[src/design/swm_pkg.sv]
// ----------------------------------------------------------------------------
// swm_pkg: shared definitions for the sliding window median core
// Sizes of the window and the sample, and the link between neighbor cells.
// ----------------------------------------------------------------------------
package swm_pkg;

  localparam int MAX_WINDOW  = 16;
  localparam int SAMPLE_BITS = 16;
  localparam int LEN_W       = $clog2(MAX_WINDOW + 1);
  localparam int AGE_W       = $clog2(MAX_WINDOW);

  typedef logic signed [SAMPLE_BITS-1:0] sample_t;
  typedef logic [AGE_W-1:0]              age_t;

  typedef struct packed {
    logic    gt;
    sample_t value;
    age_t    age;
  } link_t;

endpackage

[src/design/swm_cell.sv]
// ----------------------------------------------------------------------------
// swm_cell: one slot of the sorted window
// Holds one sample and its age, and on each item takes its new contents from
// itself, a neighbor or the new sample so that the row stays sorted.
// ----------------------------------------------------------------------------
module swm_cell import swm_pkg::*; (
  input  logic    clk,
  input  logic    rst,
  input  logic    clr,
  input  logic    load,
  input  age_t    idx,
  input  age_t    len_m1,
  input  sample_t x,
  input  link_t   left,
  input  link_t   right,
  input  logic    kill_in,
  output link_t   self,
  output logic    kill_out
);

  sample_t value;
  age_t    age;
  sample_t value_next;
  age_t    age_next;
  logic    gt;
  logic    cr;
  logic    own_kill;

  assign gt       = value > x;
  assign own_kill = age == len_m1;
  assign cr       = (idx == len_m1) ? 1'b1 : right.gt;
  assign kill_out = kill_in | own_kill;
  assign self     = '{gt: gt, value: value, age: age};

  always_comb begin
    value_next = value;
    age_next   = age + age_t'(1);
    if (kill_in) begin
      if (gt) begin
        value_next = value;
        age_next   = age + age_t'(1);
      end else if (cr) begin
        value_next = x;
        age_next   = '0;
      end else begin
        value_next = right.value;
        age_next   = right.age + age_t'(1);
      end
    end else if (own_kill) begin
      if (left.gt) begin
        value_next = left.value;
        age_next   = left.age + age_t'(1);
      end else if (cr) begin
        value_next = x;
        age_next   = '0;
      end else begin
        value_next = right.value;
        age_next   = right.age + age_t'(1);
      end
    end else begin
      if (left.gt) begin
        value_next = left.value;
        age_next   = left.age + age_t'(1);
      end else if (gt) begin
        value_next = x;
        age_next   = '0;
      end
    end
  end

  always_ff @(posedge clk) begin
    if (rst || clr) begin
      value <= '0;
      age   <= idx;
    end else if (load) begin
      value <= value_next;
      age   <= age_next;
    end
  end

endmodule

[src/design/swm_mid.sv]
// ----------------------------------------------------------------------------
// swm_mid: median pick from the sorted row
// Selects the middle cell or middle pair and takes the floor average.
// ----------------------------------------------------------------------------
module swm_mid import swm_pkg::*; (
  input  sample_t vals [MAX_WINDOW],
  input  age_t    len_m1,
  output sample_t median
);

  age_t                         lo;
  age_t                         hi;
  logic signed [SAMPLE_BITS:0]  sum;

  assign lo     = {1'b0, len_m1[AGE_W-1:1]};
  assign hi     = lo + age_t'(len_m1[0]);
  assign sum    = {vals[lo][SAMPLE_BITS-1], vals[lo]} + {vals[hi][SAMPLE_BITS-1], vals[hi]};
  assign median = sum[SAMPLE_BITS:1];

endmodule

[src/design/sliding_window_median_core.sv]
// ----------------------------------------------------------------------------
// sliding_window_median_core: running median over the last window_len samples
// Sorted insertion chain of cells with a registered median output.
// ----------------------------------------------------------------------------
// Each item enters a row of sixteen cells that keep the window sorted with the
// age of every sample; as each item is taken the oldest sample leaves and the
// new one takes its sorted place. The median is picked from the row and
// registered at the output, and one item is taken per clock as long as the
// output side is not stalled. Writing window_len clears the window to zero;
// lengths of zero act as one and lengths above sixteen act as sixteen.
module sliding_window_median_core import swm_pkg::*; (
  input  logic             clk,
  input  logic             rst,
  input  logic             in_valid,
  output logic             in_stall,
  input  sample_t          sample,
  output logic             out_valid,
  input  logic             out_stall,
  output sample_t          median,
  input  logic             cfg_valid,
  output logic             cfg_ready,
  input  logic [LEN_W-1:0] window_len
);

  age_t    len_m1;
  age_t    len_m1_next;
  logic    busy;
  logic    load;
  logic    out_load;
  logic    cfg_write;
  sample_t mid_value;
  sample_t vals [MAX_WINDOW];
  link_t   links [MAX_WINDOW];
  link_t   rights [MAX_WINDOW];
  link_t   lefts [MAX_WINDOW];
  logic [MAX_WINDOW:0] kills;

  assign cfg_ready = 1'b1;
  assign cfg_write = cfg_valid && cfg_ready;
  assign out_load  = busy && (!out_valid || !out_stall);
  assign in_stall  = busy && !out_load;
  assign load      = in_valid && !in_stall;
  assign kills[0]  = 1'b0;

  always_comb begin
    if (window_len == '0) begin
      len_m1_next = '0;
    end else if (window_len > LEN_W'(MAX_WINDOW)) begin
      len_m1_next = age_t'(MAX_WINDOW - 1);
    end else begin
      len_m1_next = age_t'(window_len - LEN_W'(1));
    end
  end

  for (genvar i = 0; i < MAX_WINDOW; i++) begin : g_cell
    if (i == 0) begin : g_first
      assign lefts[i] = '{gt: 1'b0, value: '0, age: '0};
    end else begin : g_mid
      assign lefts[i] = links[i-1];
    end
    if (i == MAX_WINDOW - 1) begin : g_last
      assign rights[i] = '{gt: 1'b1, value: '0, age: '0};
    end else begin : g_inner
      assign rights[i] = links[i+1];
    end
    assign vals[i] = links[i].value;

    swm_cell u_cell (
      .clk      (clk),
      .rst      (rst),
      .clr      (cfg_write),
      .load     (load),
      .idx      (age_t'(i)),
      .len_m1   (len_m1),
      .x        (sample),
      .left     (lefts[i]),
      .right    (rights[i]),
      .kill_in  (kills[i]),
      .self     (links[i]),
      .kill_out (kills[i+1])
    );
  end

  swm_mid u_mid (
    .vals   (vals),
    .len_m1 (len_m1),
    .median (mid_value)
  );

  always_ff @(posedge clk) begin
    if (rst) begin
      len_m1    <= age_t'(MAX_WINDOW - 1);
      busy      <= 1'b0;
      out_valid <= 1'b0;
    end else begin
      if (cfg_write) begin
        len_m1 <= len_m1_next;
      end
      busy <= load || (busy && !out_load);
      if (out_load) begin
        out_valid <= 1'b1;
      end else if (!out_stall) begin
        out_valid <= 1'b0;
      end
    end
  end

  always_ff @(posedge clk) begin
    if (out_load) begin
      median <= mid_value;
    end
  end

  a_accept_marks_busy: assert property (@(posedge clk) disable iff (rst)
    (in_valid && !in_stall) |=> busy)
    else $error("accepted item did not mark the median stage busy");

  a_result_from_busy: assert property (@(posedge clk) disable iff (rst)
    $rose(out_valid) |-> $past(busy))
    else $error("result appeared without an item in the median stage");

  a_busy_drains: assert property (@(posedge clk) disable iff (rst)
    (busy && !out_stall) |=> out_valid)
    else $error("pending median was not moved to the output register");

endmodule
[config.mk]
export PLATFORM = sky130hd
export DESIGN_NAME = sliding_window_median_core
export DESIGN_NICKNAME = d
export VERILOG_FILES = /design/src/design/swm_pkg.sv /design/src/design/swm_cell.sv /design/src/design/swm_mid.sv /design/src/design/sliding_window_median_core.sv
export SDC_FILE = /design/constraint.sdc
export NUM_CORES = 2
export LEC_CHECK = 0
export ABC_CLOCK_PERIOD_IN_PS = 10900
export BUFFER_PORTS_ARGS = -buffer_cell sky130_fd_sc_hd__buf_2
export CORE_ASPECT_RATIO = 1.25
export CORE_MARGIN = 3
export CORE_UTILIZATION = 45
export DETAILED_ROUTE_END_ITERATION = 12
export SLEW_MARGIN = 20
export SYNTH_ARGS = -nofsm -noshare
export SYNTH_HDL_FRONTEND = slang
export SYNTH_SLANG_ARGS = --single-unit
[constraint.sdc]
create_clock -name clk -period 10.9 [get_ports clk]
set_clock_uncertainty 0.05 [all_clocks]
set_input_delay 1.09 -clock clk [delete_from_list [all_inputs] [get_ports clk]]
set_output_delay 1.09 -clock clk [all_outputs]
set_load 0.05 [all_outputs]
==> impl_metrics.yaml <==
drt:
  drtPass1Iterations: 6
  vias_per_cell: 6.69
  routed_wl_mm: 112
  drcViolationCount: 0
  vias: 29900
  drtIter0Drc: 2569
  ant_nets: 0
  post_drt_wl_per_cell_um: 25.0
clock_network:
  clockRootBuffer: "clkbuf_16"
  cts_hold_buf: 0
  cts_tree: "yes"
  cts.sinks: 342
  post_cts_resized: 0
  cts_max_level: 2
  insertion_delay_ps: 600
  clkTransAtPathRegs_ps: 60
  numCtsBuffers: 43
  cts.path.max_buffers: 3
  postCtsSetupBuffers: 0
floorplan:
  top_level_ports: 45
  chipWidth_um: 239
  die_h_um: 298
  die_area_sq_um: 71200
  row_count: 106
  initial_core_util: 0.456
  coreArea_sq_um: 67100
timing:
  period_needed_ps: 5880
  rsz0062_at_grt: "no"
  clock.fmax_mhz: 170
  setup_violations: 0
  tns_ps: 0
  finalHoldViolCount: 0
  slew_violations: 0
  maxSlewHeadroom: 0.223
  fin_crit_sh: 0.540
  tightestPinTransition_ps: 1160
worst_setup_path:
  cp.arrival_ps: 6180
  endpoint_kind: "flop"
  critPathLaunchType: "flop"
  path_class: "reg -> reg"
  cp.required_ps: 11190
  crit_fanout: 32
finish:
  area_growth_pct: 6.82
  drive_above_1_share: 0.111
  final_cells: 4474
  fin_nets: 3897
power_and_ir_drop:
  power_density_nw_per_um2: 146
  p_leak_uw: 0.0130
  vdd_ir_drop_max_mv: 0.139
placed_design:
  gp_congestion: 0.923
  portBuffers: 43
  dp_hpwl_mm: 82.3
  placedCellCount: 4396
synth:
  synth_top_area_frac: 0.213
  yosysMostFrequentCell: "nand2_1"
  synthMuxAreaShare: 0.105
  yosys.area.top_type: "dfxtp_1"
  synth_top_family_by_area: "compound AO/OA/AOI/OAI gates"
  synthArstFlopShare: 0
  synth_flop_cell: "dfxtp_1"
  avgSynthCellArea_sq_um: 8.25
  synthSimpleGateAreaFrac: 0.161
  ys_types: 103
  synth.area.top_cells: "dfxtp_1 21%, ha_1 12%, mux4_2 7.1%, a21oi_1 4.3%, nand2_1 4.0%"
  synth-compound-area-share: 0.293
  synthTopCellsByCount: "330 x nand2_1, 326 x dfxtp_1, 294 x nor2_1"
  synthCells: 3709
  syn_area_sq_um: 30600
  synth-seq-area-share: 0.229
  synthAdderAreaFrac: 0.120
  syn-num-nets: 4029
  ys_seq_elements: 342
  ys_warn_count: 0
  synth-xor-area-share: 0.0323
  synth-edff-count: 16
global_routing:
  grt_pass1_vias: 29300
  met2_usage: 0.544
  gr-usage-all-layers: 0.308
  grt_pass1_wl_mm: 173
  grt_max_degree: 50
  busiest_layer: "met2"
  met1_usage: 0.364
  met3_usage: 0.0317
  antenna_found_initial: 1
  overflow: 0
flow_run:
  max_cap_viol_count: 0
hold_path:
  hold_path_class: "reg -> reg"
outcome:
  status: "finished clean"
[worst paths after layout]
| path | end | slack (ps) | from | depth (start not counted) |
|---|---|---|---|---|
| worst max-delay path | median[13]$_DFFE_PP_ | 5020 | len_m1[0]$_SDFFE_PP1P_ | 18 |
| worst max register to register | median[13]$_DFFE_PP_ | 5020 | len_m1[0]$_SDFFE_PP1P_ | 18 |
| worst min-delay path | out_valid$_SDFFE_PP0P_ | 430 | busy$_SDFF_PP0_ | 2 |
| worst min register to register | out_valid$_SDFFE_PP0P_ | 430 | busy$_SDFF_PP0_ | 2 |
[sequential cells by signal, indices dropped and copies added (netlist names)]
register and cells:
busy 1, g_cell.u_cell.value 256, median 16, g_cell.u_cell.age 64, len_m1 4, out_valid 1
[power by group]
| group | switching [uW] | internal [uW] | total [uW] | leakage (uW) |
|---|---|---|---|---|
| clock | 617 | 786 | 1400 | 0.000649 |
| sequential | 148 | 1360 | 1500 | 0.00280 |
| combinational | 1180 | 677 | 1860 | 0.00958 |
| total | 1940 | 2820 | 4760 | 0.0130 |
[per-layer routing]
metal,wire (um),vias up,part of all wire
li1,-,14000,-
met1,43300,14400,0.39
met2,55700,1193,0.50
met3,6310,350,0.056
met4,6760,0,0.060
met5,0,-,0
[logic make-up (layout without fill, tap and decap cells)]
kind of cell	Yosys count	count (layout)
XOR/XNOR	113	113
AO/OA/AOI/OAI	1291	1291
multiplexers	199	199
adder cells (fa/ha/maj)	294	294
buffers and inverters	432	331
AND/OR/NAND/NOR	1037	1037
other	1	3
flip-flops	342	342
[placed cells by master (no fill, tap or decap), types with 83 or more instances in the layout]
cell and n:
dfxtp_1 323, a21oi_1 256, o22ai_1 128, inv_1 135, nand2_1 329, nor2_1 286
mux4_2 96, o21ai_0 173, ha_1 291, nor3_1 83
[worst max-delay path: stages, from the launching register on]
cell and delay, ps:
dfxtp_1 330, buf_4 380, inv_1 160, ha_4 690, mux4_2 620, and2_1 180
a211oi_1 520, a31oi_1 110, nor2b_1 190, fa_1 460, a21o_1 210, a21oi_1 260
o21bai_1 90, a21oi_1 430, o21ai_0 270, nand4_1 170, nand4_1 120, a31oi_1 280
xnor2_1 90
[through the flow]
stage	utilization	hold slack, ps	instance area (sq um)	setup WS [ps]	total power, uW
6_report	0.487	433	32700	5020	4760
3_5_place_dp	0.467	427	31400	4810	3350
3_3_place_gp	0.467	421	31400	4820	3330
5_1_grt	0.487	462	32700	4680	5010
4_1_cts	0.487	441	32700	5000	4750
2_1_floorplan	-	403	30600	5470	2860
[cell type report]
type                       instances  area, sq um
antenna                            2         5.00
clock buffer                      61         1240
clock inverter                    15         76.3
fill                            6630        34400
inverter                         136          510
multi-input combinational       2935        22000
sequential                       342         7020
tap                              864         1080
timing repair buffer             119          786
Power figures use the tool's default switching activity.
